==> config.mk <==
export PLATFORM = sky130hd
export DESIGN_NAME = pfr_ram
export DESIGN_NICKNAME = d
export VERILOG_FILES = /design/src/hw/rtl/pfr_ram.sv
export SDC_FILE = /design/constraint.sdc
export NUM_CORES = 1
export LEC_CHECK = 0
export BUFFER_PORTS_ARGS = -buffer_cell sky130_fd_sc_hd__buf_2
export CAP_MARGIN = 20
export CELL_PAD_IN_SITES_DETAIL_PLACEMENT = 1
export CELL_PAD_IN_SITES_GLOBAL_PLACEMENT = 1
export CORE_UTILIZATION = 50
export DETAILED_ROUTE_END_ITERATION = 12
export PLACE_DENSITY_LB_ADDON = 0.05
export REMOVE_ABC_BUFFERS = 1
export SYNTH_ARGS = -nofsm -noshare
export SYNTH_HDL_FRONTEND = slang
export SYNTH_SLANG_ARGS = --single-unit
==> constraint.sdc <==
create_clock -name clk -period 3.85 [get_ports clk]
set_input_delay 0 -clock clk [delete_from_list [all_inputs] [get_ports clk]]
set_output_delay 0 -clock clk [all_outputs]
set_load 0.02 [all_outputs]
==> src/hw/rtl/pfr_ram.sv <==
module pfr_ram #(
	parameter int W     = 32,
	parameter int DEPTH = 16
) (
	input  logic                     clk,
	input  logic                     we,
	input  logic [$clog2(DEPTH)-1:0] waddr,
	input  logic [W-1:0]             wdata,
	input  logic [$clog2(DEPTH)-1:0] raddr,
	output logic [W-1:0]             rdata
);

	logic [W-1:0] mem [DEPTH];

	always_ff @(posedge clk) begin
		if (we) begin
			mem[waddr] <= wdata;
		end
		rdata <= mem[raddr];
	end

endmodule

* After elaboration in Yosys (flattened, before gate mapping)
Memories as Yosys holds them, arrays and structs flattened. A register that Yosys moved wholly into a read port is not among the register bits.
Index checks and enable logic that the tools add are counted.
** Storage, ports and cells
- Flip-flop bits (word level) :: 0
- RAM bits :: 512
- Bits of input ports :: 42
- Output and inout bits :: 32
- Word-level logic and storage cells :: 3
- Memories kept :: 1
** Operators by class
- Mux-type cells :: 2
** Memories
- mem :: depth 16, bits a word 32, rd ports 1, clocked after memory_dff 1, wr ports 1, RTL line 13 : logic [W-1:0] mem [DEPTH];
** Operators with widths (number)
- $mux 1 :: 2

* Logic depth before layout (Yosys ltp)
- Depth after elaboration :: 2
- Mapped depth :: 5
- Mapped depth without buffers :: 3

* Least setup slack after synthesis
OpenSTA, ideal clock, no wires.
- Path kind :: input port to flip-flop
- From :: input waddr[2]
- To :: memory mem[0][0] (enable)
- Library setup time :: 461 ps
- Arrival :: 2718 ps
- Required time :: 3389 ps
- Slack :: 670 ps
- Cell stages on the path :: 2
- Path buffers :: 0
- Path through :: or3b_2 nor3_1
** RTL lines
- from (decl) :: RTL line 7 : input logic [$clog2(DEPTH)-1:0] waddr,
- to (decl) :: RTL line 13
No word-level cell before the write port.

==> summary.md <==
| Metric | Value |
|---|---|
| WHS Path Cells | `4` |
| Via count | `between 8000 and 9000` |
| FF-to-FF End | `rdata[19]` |
| Num ports | `74` |
| HP Start | `raddr[3]` |
| Syn Inst Count | `around 840` |
| Outcome | `finished, final reports clean` |
| Final Skew | `about 0.011 ns` |
| Type of the tightest min-delay check | `primary input to flip-flop` |
| Seq cells post-synth | `544` |
| Setup ws final | `~2.4 ns` |
| Core area | `~40000 um2` |
| Switching share of power | `0.201` |
| Worst IR Drop VDD | `between 0.3 and 0.4 mV` |
| Clock-pin slew on the worst setup and hold paths | `approximately 0.06 ns` |
| Crit path from | `mem[0][19]` |
| Lkg Pwr | `between 7 and 8 nW` |
| Worst path cell trace | `mux4_2, a22oi_1, nand2_1` |
| Int Power | `0.0103 W` |
| Layout fillers | `between 3000 and 4000` |
| Initial Utilization | `0.510` |
| Fin. max-slew vios | `0` |
| M2 GR Usage | `0.380` |
| WL per Instance | `between 20 and 30 um` |
| Drt pass-1 iters | `5` |
| Overflow after GRT | `0` |
| Critical-path top delay cell | `mux4_2` |
| Slew HR | `0.278` |
| Met1 Usage GRT | `0.294` |
| Total clock buffers created by CTS | `54` |
| Critical path type | `flip-flop to flip-flop` |
| Crit Path Max Fanout | `1` |
| Endpoints failing setup | `0` |
| Setup TNS | `0 ns` |
| Register area share after synthesis | `0.807` |
| Initial antenna violation count | `0` |
| # resized after CTS | `0` |
| Area Growth Syn to Fin | `17.3%` |
| H-tree depth | `2` |
| Largest net degree at the start of global routing | `slightly below 60` |
| Chip height | `approximately 200 um` |
| Max_cap viols | `0` |
| Power share of the combinational group | `0.051` |
| Buf/Inv on CP | `0` |
| Critical Path AT | `approximately 1.9 ns` |
| CP Capture Point | `rdata[19]` |
| Port bufs | `73` |
| Reg2reg start | `mem[0][19]` |
| Placed Cells | `roughly 1400` |
| Clock latency on the worst-skew pair | `0.59 ns` |
| Final min period | `1.47 ns` |
| # rows | `just over 70` |
| Netlist cell types | `18` |
| RD Place Congestion | `approximately 0.73` |
| Non-filler instance count after layout | `roughly 1500` |
| Crit path launch type | `flip-flop` |
| Die W | `roughly 200 um` |
| Pwr/cell area | `roughly 550 nW/um2` |
| RSZ-0062 raised after global routing | `no` |
| Worst path depth | `3` |
| DR DRC count | `0` |
| Global Route met3 Usage | `0.0330` |
| Crit path max-delay family | `multiplexers` |
| Synth top area share | `0.774` |
| Final Cycle Share | `0.382` |
| Worst Path Required | `between 4 and 5 ns` |
| Seq pwr share | `0.516` |
| First-pass GRT wire length | `between 60000 and 70000 um` |
| Layout Nets | `approximately 1000` |
| DPL Wire Length | `around 24000 um` |
| Hold Slack | `approximately 0.043 ns` |
| Initial DRC count | `a little under 600` |
| ANT cells | `0` |
| CP max stage delay | `around 0.50 ns` |
| Mean cell area of the mapped netlist | `roughly 24 um2` |
| Clock Sinks | `roughly 540` |
| CTS root buffer | `clkbuf_16` |
| Layout cell share with drive strength beyond 1 | `0.326` |
| Die area | `40500 um2` |
| Vias per cell | `5.80` |
| Net Switching | `about 0.0026 W` |
| F_max | `between 0.6 and 0.7 GHz` |
| Crit end category | `flip-flop` |
| Syn. warnings | `0` |
| Worst r2r path cells | `3` |
| Clock Path Buffers | `3` |
| Routed Antenna Nets | `0` |
| Final Hold Viols | `0` |
| Top post-synthesis cells by area | `edfxtp_1 77%, mux4_2 15%, dfxtp_1 3.2%` |
| Synth area leader | `edfxtp_1` |
| Vias in the first global route | `10000` |
| Clk pwr share | `0.433` |
| Setup Slack @ Placement | `1.70 ns` |
| Busiest grt layer | `met2` |
| Cell Area, Synth | `roughly 20000 um2` |
| Final WL | `around 43000 um` |
| All-layer global routing usage | `0.221` |
| Measured slew at the worst slew-check pin | `between 1 and 1.5 ns` |
| Reg2reg setup slack | `around 2.4 ns` |
| TritonCTS clock tree | `built` |
## layer usage
metal / vias up / wire (um)
met3: 54 / 1810
met2: 205 / 22400
met5: - / 0
li1: 3870 / -
met1: 4849 / 18000
met4: 0 / 834
## synth_stat cells
master	count
buf_1	9
a22oi_1	64
nand2_1	33
clkbuf_1	17
nand2b_1	2
nand3_1	1
edfxtp_1	512
nand3b_1	2
nor2b_1	2
buf_6	2
nor2_1	13
dfxtp_1	32
buf_4	11
nor3_1	4
mux4_2	128
or3b_2	1
buf_2	4
and2_1	1
## placed cells by master (no fill, tap or decap)
cell,instances
edfxtp_1,512
mux4_2,128
buf_2,71
a22oi_1,64
clkbuf_16,57
nand2_1,33
dlygate4sd3_1,32
dfxtp_1,32
buf_4,27
nor2_4,13
clkinv_2,13
bufinv_16,11
clkinv_1,9
clkbuf_1,8
nor3_2,4
clkinvlp_4,4
buf_12,3
nor2b_4,2
nand3b_1,2
nand2b_1,2
and2_2,1
nand3_1,1
or3b_2,1
clkbuf_8,1
## power groups by stage
| stage | clock [W] | combinational, W | sequential (W) |
|---|---|---|---|
| floorplan | 0 | 0.000255 | 0.00683 |
| detailed placement | 0 | 0.000638 | 0.00679 |
| CTS | 0.00571 | 0.000667 | 0.00666 |
| finish | 0.00559 | 0.000653 | 0.00666 |
| global placement | 0 | 0.000619 | 0.00677 |
| global route | 0.00591 | 0.000701 | 0.00667 |
## worst min-delay path: cells and delay by family
family / cells / cell delay, ns
and+or+nand+nor: 2 / 0.22
AOI/OAI and AO/OA: 1 / 0.19
buffers and inverters: 1 / 0.16
## layout make-up
class | instances | area (um2) | share of cell area
flip-flops and latches | 544 | 16000 | 0.688
repair buffers | 134 | 952 | 0.0409
well taps | 518 | 648 | 0.0278
clock buffers | 65 | 1460 | 0.0626
clock inverters | 37 | 459 | 0.0197
multi-input cells | 251 | 3750 | 0.161
## metrics by stage
step / utilization / instance area (um2) / total power (W)
final: 0.598 / 23300 / 0.0129
after global routing: 0.598 / 23300 / 0.0133
after CTS: 0.598 / 23300 / 0.0130
after detailed placement: 0.541 / 21000 / 0.00742
after global placement: 0.541 / 21000 / 0.00739
after floorplan: - / 19600 / 0.00708
## worst min-delay path by stage
stage	slack, ns	endpoint
after detailed placement	0.38	mem[10][8]
after global routing	0.05	rdata[11]
after floorplan	0.1	mem[0][0]
after CTS	0.02	rdata[0]
after global placement	0.35	mem[9][18]
final	0.04	rdata[16]
## cells by family after synthesis
family,count (synthesis),synth area share
simple gates,59,0.0127
buf+inv,43,0.0112
compound gates,64,0.0242
flops,544,0.807
mux,128,0.145
## registers in the layout, summed over array words and instances (netlist names)
name   count
mem      512
rdata     32
## what timing repair did
item | CTS | global route
hold endpoints to repair | 512 | 0
setup buffers | 0 | 0
hold buffers | 32 | 0
(Power assumes the default switching activity.)
