--- src/hw/rtl/pfr_pkg.sv ---
package pfr_pkg;

	localparam int PHASES_DEF = 16;
	localparam int TAPS_DEF   = 16;

	localparam int SMP_W   = 16;
	localparam int FRAC    = 15;
	localparam int PHASE_W = 18;
	localparam int ONE_Q16 = 65536;
	localparam int MIN_STEP = 1024;

	// APB register map: one register, 18 bits read on the 32-bit bus, word index in paddr[2]
	localparam int ADDR_W = 3;
	localparam logic [0:0] REG_PHASE_STEP = 1'b0;

	localparam logic ACT_COEF   = 1'b0;
	localparam logic ACT_SAMPLE = 1'b1;

	// per-tap control that follows a memory read down the MAC pipeline
	typedef struct packed {
		logic valid;
		logic ok;     // delay entry has been filled; otherwise contributes zero
		logic first;
		logic last;
	} tap_ctl_t;

endpackage

--- src/hw/rtl/pfr_mac.sv ---
module pfr_mac import pfr_pkg::*; #(
	parameter int TAPS = TAPS_DEF
) (
	input  logic                    clk,
	input  logic                    arst_n,
	input  tap_ctl_t                ctl,
	input  logic [2*SMP_W-1:0]      dly_rdata,
	input  logic [2*SMP_W-1:0]      coef_rdata,
	output logic                    done,
	output logic signed [SMP_W-1:0] res_re,
	output logic signed [SMP_W-1:0] res_im
);

	localparam int PROD_W = 2 * SMP_W;
	localparam int ACC_W  = PROD_W + $clog2(TAPS);
	localparam logic signed [ACC_W-1:0] SAT_MAX = ACC_W'(32767);
	localparam logic signed [ACC_W-1:0] SAT_MIN = ACC_W'(-32768);

	tap_ctl_t                  ctl_s1;
	tap_ctl_t                  ctl_s2;
	logic signed [PROD_W-1:0]  prod_re_s2;
	logic signed [PROD_W-1:0]  prod_im_s2;
	logic signed [ACC_W-1:0]   acc_re_q;
	logic signed [ACC_W-1:0]   acc_im_q;
	logic                      done_q;

	logic signed [SMP_W-1:0] d_re;
	logic signed [SMP_W-1:0] d_im;
	logic signed [SMP_W-1:0] c_i;
	logic signed [SMP_W-1:0] c_q;

	assign d_re = dly_rdata[2*SMP_W-1:SMP_W];
	assign d_im = dly_rdata[SMP_W-1:0];
	assign c_i  = coef_rdata[2*SMP_W-1:SMP_W];
	assign c_q  = coef_rdata[SMP_W-1:0];

	function automatic logic [SMP_W-1:0] sat_q15(input logic signed [ACC_W-1:0] a);
		logic signed [ACC_W-1:0] s;
		s = a >>> FRAC;
		if (s > SAT_MAX) begin
			sat_q15 = SAT_MAX[SMP_W-1:0];
		end else if (s < SAT_MIN) begin
			sat_q15 = SAT_MIN[SMP_W-1:0];
		end else begin
			sat_q15 = s[SMP_W-1:0];
		end
	endfunction

	always_ff @(posedge clk or negedge arst_n) begin
		if (!arst_n) begin
			ctl_s1 <= '0;
			ctl_s2 <= '0;
			done_q <= 1'b0;
		end else begin
			ctl_s1 <= ctl;
			ctl_s2 <= ctl_s1;
			done_q <= ctl_s2.valid && ctl_s2.last;
		end
	end

	always_ff @(posedge clk) begin
		if (ctl_s1.ok) begin
			prod_re_s2 <= d_re * c_i;
			prod_im_s2 <= d_im * c_q;
		end else begin
			prod_re_s2 <= '0;
			prod_im_s2 <= '0;
		end
		if (ctl_s2.valid) begin
			if (ctl_s2.first) begin
				acc_re_q <= ACC_W'(prod_re_s2);
				acc_im_q <= ACC_W'(prod_im_s2);
			end else begin
				acc_re_q <= acc_re_q + ACC_W'(prod_re_s2);
				acc_im_q <= acc_im_q + ACC_W'(prod_im_s2);
			end
		end
	end

	assign done   = done_q;
	assign res_re = sat_q15(acc_re_q);
	assign res_im = sat_q15(acc_im_q);

endmodule

--- config.mk ---
export PLATFORM = sky130hd
export DESIGN_NAME = pfr_mac
export DESIGN_NICKNAME = d
export VERILOG_FILES = /design/src/hw/rtl/pfr_pkg.sv /design/src/hw/rtl/pfr_mac.sv
export SDC_FILE = /design/constraint.sdc
export NUM_CORES = 2
export LEC_CHECK = 0
export BUFFER_PORTS_ARGS = -buffer_cell sky130_fd_sc_hd__buf_2
export CORE_MARGIN = 2
export CORE_UTILIZATION = 30
export CTS_CLUSTER_DIAMETER = 200
export DETAILED_ROUTE_END_ITERATION = 12
export SLEW_MARGIN = 20
export SYNTH_ARGS = -nofsm -noshare
export SYNTH_HDL_FRONTEND = slang
export SYNTH_SLANG_ARGS = --single-unit
--- constraint.sdc ---
create_clock -name clk -period 2.95 [get_ports clk]
set_clock_uncertainty 0.2 [all_clocks]
set_input_delay 0.59 -clock clk [delete_from_list [all_inputs] [get_ports clk]]
set_output_delay 0.59 -clock clk [all_outputs]
set_load 0.02 [all_outputs]
Yosys cells after proc, flatten, opt, wreduce, memory -nomap -nowiden
Index checks and enable logic that the tools add are counted.
W data, S select, Z words.
- $add $sub $neg: 2
- multiply operators: 2
- div/mod/pow operators: 0
- $lt $le $gt $ge: 4
- equality and inequality tests: 0
- shift-type cells: 0
- mux-type cells: 6
- bitwise gates (word level): 0
- reduce and logical (&&, ||, !) cells: 1
- operators with widths (cell ; number):
    $add A36 B32 Y36 ; 2
    $mux W36 ; 2
    $mul A16 B16 Y32 ; 2
    $mux W16 ; 4
    $gt A21 B16 Y1 const B ; 2
    $lt A21 B16 Y1 const B ; 2
    $logic_and A1 B1 Y1 ; 1
- register bits: 144
- bits in latches: 0
- bits in writable memories: 0
- ROM bits: 0
- input bits: 70
- output and inout bits: 33
- logic and storage cells: 27
- memories: 0

Longest topological paths before layout
- depth after elaboration: 3
- mapped depth: 25
- mapped depth without buffers: 24

Least setup slack after synthesis
No wires, ideal clock.
- path type: in2reg
- from: in dly_rdata[14]
- to: reg prod_im_s2[31]
- library setup time: 0.129 ns
- data arrival time: 6.386 ns
- data required time: 2.621 ns
- slack: -3.765 ns
- stages on the path: 23
- path buffers: 1
- cells stage by stage: clkbuf_1 > and2_1 > fa_1 > inv_1 > fa_1 > fa_1 > inv_1 > fa_1 > fa_1 > inv_1 > fa_1 > inv_1 > ha_1 > a21o_1 > a21o_1 > a2111oi_4 > nor4b_1 > a211o_1 > a221oi_4 > a21oi_2 > o311ai_2 > and3_1 > nor3_2
- word-level cells in the longest chain between the ends: 1
- RTL lines (item ; line ; RTL):
    start, declared ; pfr_mac.sv:7 ; input logic [2*SMP_W-1:0] dly_rdata,
    $mul A16 B16 Y32 ; pfr_mac.sv:64 ; prod_im_s2 <= d_im * c_q;
    end signal, assigned ; pfr_mac.sv:64 ;
    end, declared ; pfr_mac.sv:22 ; logic signed [PROD_W-1:0] prod_im_s2;
Every way passes these cells.
A chain may end at the register's enable or synchronous reset.

Final worst setup path
- from: in dly_rdata[11]
- to: reg prod_im_s2[31]
Same word-level chain as after synthesis.

==> flow_metrics.py <==
metrics = {
    "floorplanning": {
        "initial_utilization_pct": 30.11,
        "die-width_um": 309.4,
        "die_h_um": 309.4,
        "placeableCoreArea_mm2": 0.09291,
        "std_cell_rows": 112,
        "dieArea_mm2": 0.09572,
        "ports_placed_on_the_boundary": 103,
    },
    "global_routing": {
        "global_route.overflow_total": 0,
        "antenna_found_initial": 3,
        "track_usage_pct": 14.93,
        "grt_pass1_vias": 23480,
        "grt_pass1_wl_mm": 116.9,
        "largest_net_degree_at_the_start_of_global_routing": 57,
    },
    "place": {
        "global_placer_s_final_weighted_congestion": 0.8487,
        "place.detailed.instances": 4742,
        "io_buffers": 102,
        "pre_cts_slack_ps": -3729,
        "detailed_place_hpwl_mm": 58.28,
    },
    "setup_path": {
        "timing.critical_path.cells": "buf_6 > and2_4 > fa_1 > inv_2 > fa_2 > fa_1 > inv_2 > fa_1 > fa_1 > inv_1 > fa_1 > inv_2 > ha_4 > a21o_1 > a21o_1 > a2111oi_4 > nor4b_2 > a211o_1 > a221oi_4 > a21oi_4 > o311ai_2 > and3_1 > nor3_2",
        "critical_path_peak_fanout": 7,
        "path_class": "in2reg",
        "timing.critical_path.max_delay_family": "adder cells",
        "crit_top_cell": "fa_1",
        "worst-endpoint-required_ps": 3070,
        "worst_setup_path_start_kind": "input pin",
        "worst-path-buf-inv": 5,
        "cpMaxStageDelayCell": "fa_2",
        "crit_arrival_ps": 6180,
        "timing.critical_path.slowest_cell_delay_ps": 560,
        "crit_path_end_kind": "flip-flop",
    },
    "route": {
        "met3WireLength_mm": 2.014,
        "post_drt_via_cell_ratio": 4.500,
        "routed_wl_mm": 70.06,
        "topRoutingLayerUsed": "met5",
        "drt-wirelength-per-cell_um": 14.43,
        "detail_route.first_pass.iterations": 4,
        "detailedRoute.firstIterationViolations": 978,
        "met2WireLength_mm": 33.29,
        "routedLengthMet1_mm": 33.91,
        "remaining_drc_errors": 0,
        "num_vias": 21850,
        "antenna_left": 0,
    },
    "cells_and_area": {
        "final_core_utilization_pct": 40.15,
        "post_route_cells_drive_above_1_share_pct": 30.35,
        "design.final.nets": 4418,
        "fillers": 9058,
        "areaGrowthSynthToFinish_pct": 33.33,
        "layout.cells.non_filler": 4856,
    },
    "clock_network": {
        "ctsHtreeMaxLevel": 4,
        "cts_buffer_depth": 2,
        "clock_insertion_delay_worst_skew_ps": 440,
        "cts-buffers-inserted": 17,
        "cts_root_buffer": "clkbuf_16",
        "tritoncts": "yes",
        "clk_pin_slew_ps": 70,
        "clkSinkCount": 144,
    },
    "run_status": {
        "violated_checks": "negative setup slack",
        "status": "finished with violations",
    },
    "yosys": {
        "synth_enable_flop_cells": 72,
        "synthDominantCellAreaShare_pct": 37.64,
        "yosysTopAreaCell": "fa_1",
        "yosysMostFrequentCell": "inv_1",
        "syn_area_mm2": 0.02798,
        "postSynthRegisterBits": 144,
        "commonest_cells_in_the_netlist": "inv_1 (605), fa_1 (526), nand2_1 (361)",
        "asyncSetResetFlopFracSynth_pct": 5.556,
        "yosysWarnings": 0,
        "netlist-cell-type-count": 69,
        "top_post_synthesis_cells_by_area": "fa_1 (38%), ha_1 (10%), inv_1 (8.1%)",
        "postSynth.topFlopCell": "edfxtp_1",
        "synth.net_count": 3875,
        "synthesis.instances": 3045,
        "synth_sequential_area_ratio_pct": 13.02,
        "avgSynthCellArea_um2": 9.188,
    },
    "timing": {
        "setup_viol": 71,
        "worst-slew-pin-transition_ps": 590.1,
        "post-route-worst-setup-slack_ps": -3107,
        "report.final.slew_viol_count": 0,
        "finalCriticalPeriod_ps": 6057,
        "max_slew_margin_pct": 60.66,
        "final.period_utilization_pct": 205.3,
        "rsz0062_at_grt": "true",
        "timing.final.hold_violations": 0,
        "achievable-frequency_ghz": 0.1651,
        "tns_ps": -127450,
    },
    "hold_path": {
        "worst_hold_path_type": "in2reg",
    },
    "flow_run": {
        "maxCapViolCount": 0,
    },
}
==> metrics by stage <==
stage / cell area [um2] / hold slack, ps
after global placement: 33880 / 132.7
after global routing: 37300 / 47.32
after CTS: 36180 / 46.38
after floorplan: 29280 / 94.41
after detailed placement: 33880 / 136.2
final: 37300 / 67.37
==> registers in the layout, summed over array words and instances (netlist names) <==
name	flops
acc_im_q	36
acc_re_q	36
ctl_s1	4
ctl_s2	3
done	1
prod_im_s2	32
prod_re_s2	32
==> final timing paths <==
path / from / to / slack (ps) / cells past startpoint
max in group asynchronous: arst_n / ctl_s2[3] / 1870 / 2
min in group asynchronous: arst_n / done / 400 / 2
hold / removal: ctl[2] / ctl_s1[2] / 70 / 1
hold reg to reg: ctl_s1[3] / ctl_s2[3] / 150 / 0
setup / recovery: dly_rdata[11] / prod_im_s2[31] / -3110 / 23
setup reg to reg: acc_im_q[0] / acc_im_q[34] / -230 / 13
==> kinds of logic after synthesis <==
logic type      count (synthesis)  synth area share, %
simple gates                  878                15.28
fa+ha+maj                     760                48.10
buf+inv                       707                9.486
compound gates                434                10.25
flops                         144                13.02
xor+xnor                      117                3.663
mux                             5               0.1923
==> cell usage in the layout, fill, tap and decap left out, drive strengths merged, types with 6 or more instances in the layout <==
cell type | Yosys | routed
a211oi | 20 | 20
a21boi | 7 | 7
a21o | 74 | 74
a21oi | 103 | 103
a31oi | 11 | 11
and2 | 257 | 257
and3 | 12 | 12
buf | 1 | 623
clkbuf | 101 | 24
dfrtp | 8 | 8
dfxtp | 64 | 64
edfxtp | 72 | 72
fa | 526 | 526
ha | 234 | 234
inv | 605 | 609
nand2 | 361 | 361
nand2b | 32 | 32
nand3 | 24 | 24
nand4 | 11 | 11
nor2 | 116 | 116
nor2b | 8 | 8
nor3 | 26 | 26
nor3b | 6 | 6
nor4 | 6 | 6
o211ai | 11 | 11
o21a | 16 | 16
o21ai | 118 | 118
o21bai | 23 | 23
o311ai | 7 | 7
o31ai | 9 | 9
xnor2 | 67 | 67
xor2 | 50 | 50
==> final cells by class <==
type / instances / area (um2) / area share, %
Antenna cell: 1 / 2.502 / 0.006709
Clock buffer: 22 / 475.5 / 1.275
Clock inverter: 10 / 96.34 / 0.2583
Inverter: 605 / 2276 / 6.102
Multi-Input combinational cell: 2194 / 23950 / 64.21
Sequential cell: 144 / 3654 / 9.795
Tap cell: 1254 / 1569 / 4.206
Timing Repair Buffer: 626 / 5278 / 14.15
==> layer usage <==
metal  vias to the layer above  global-route usage (%)
met5                         -                       0
met4                         2                   2.472
met3                        57                   1.612
met2                       254                   24.89
met1                     10960                   21.17
li1                      10570                       -
==> timing repair <==
action / CTS / global route
hold buffers: 1 / 0
endpoints found under the hold margin: 8 / 0
resized for setup: 348 / 236
pin swaps: 208 / 211
buffers inserted: 57 / 50
gates cloned: 0 / 0
endpoints found under the setup margin: 90 / 95
Power is not shown: default switching activity piles up to over one toggle a cycle in this logic, so the estimate is an artifact.
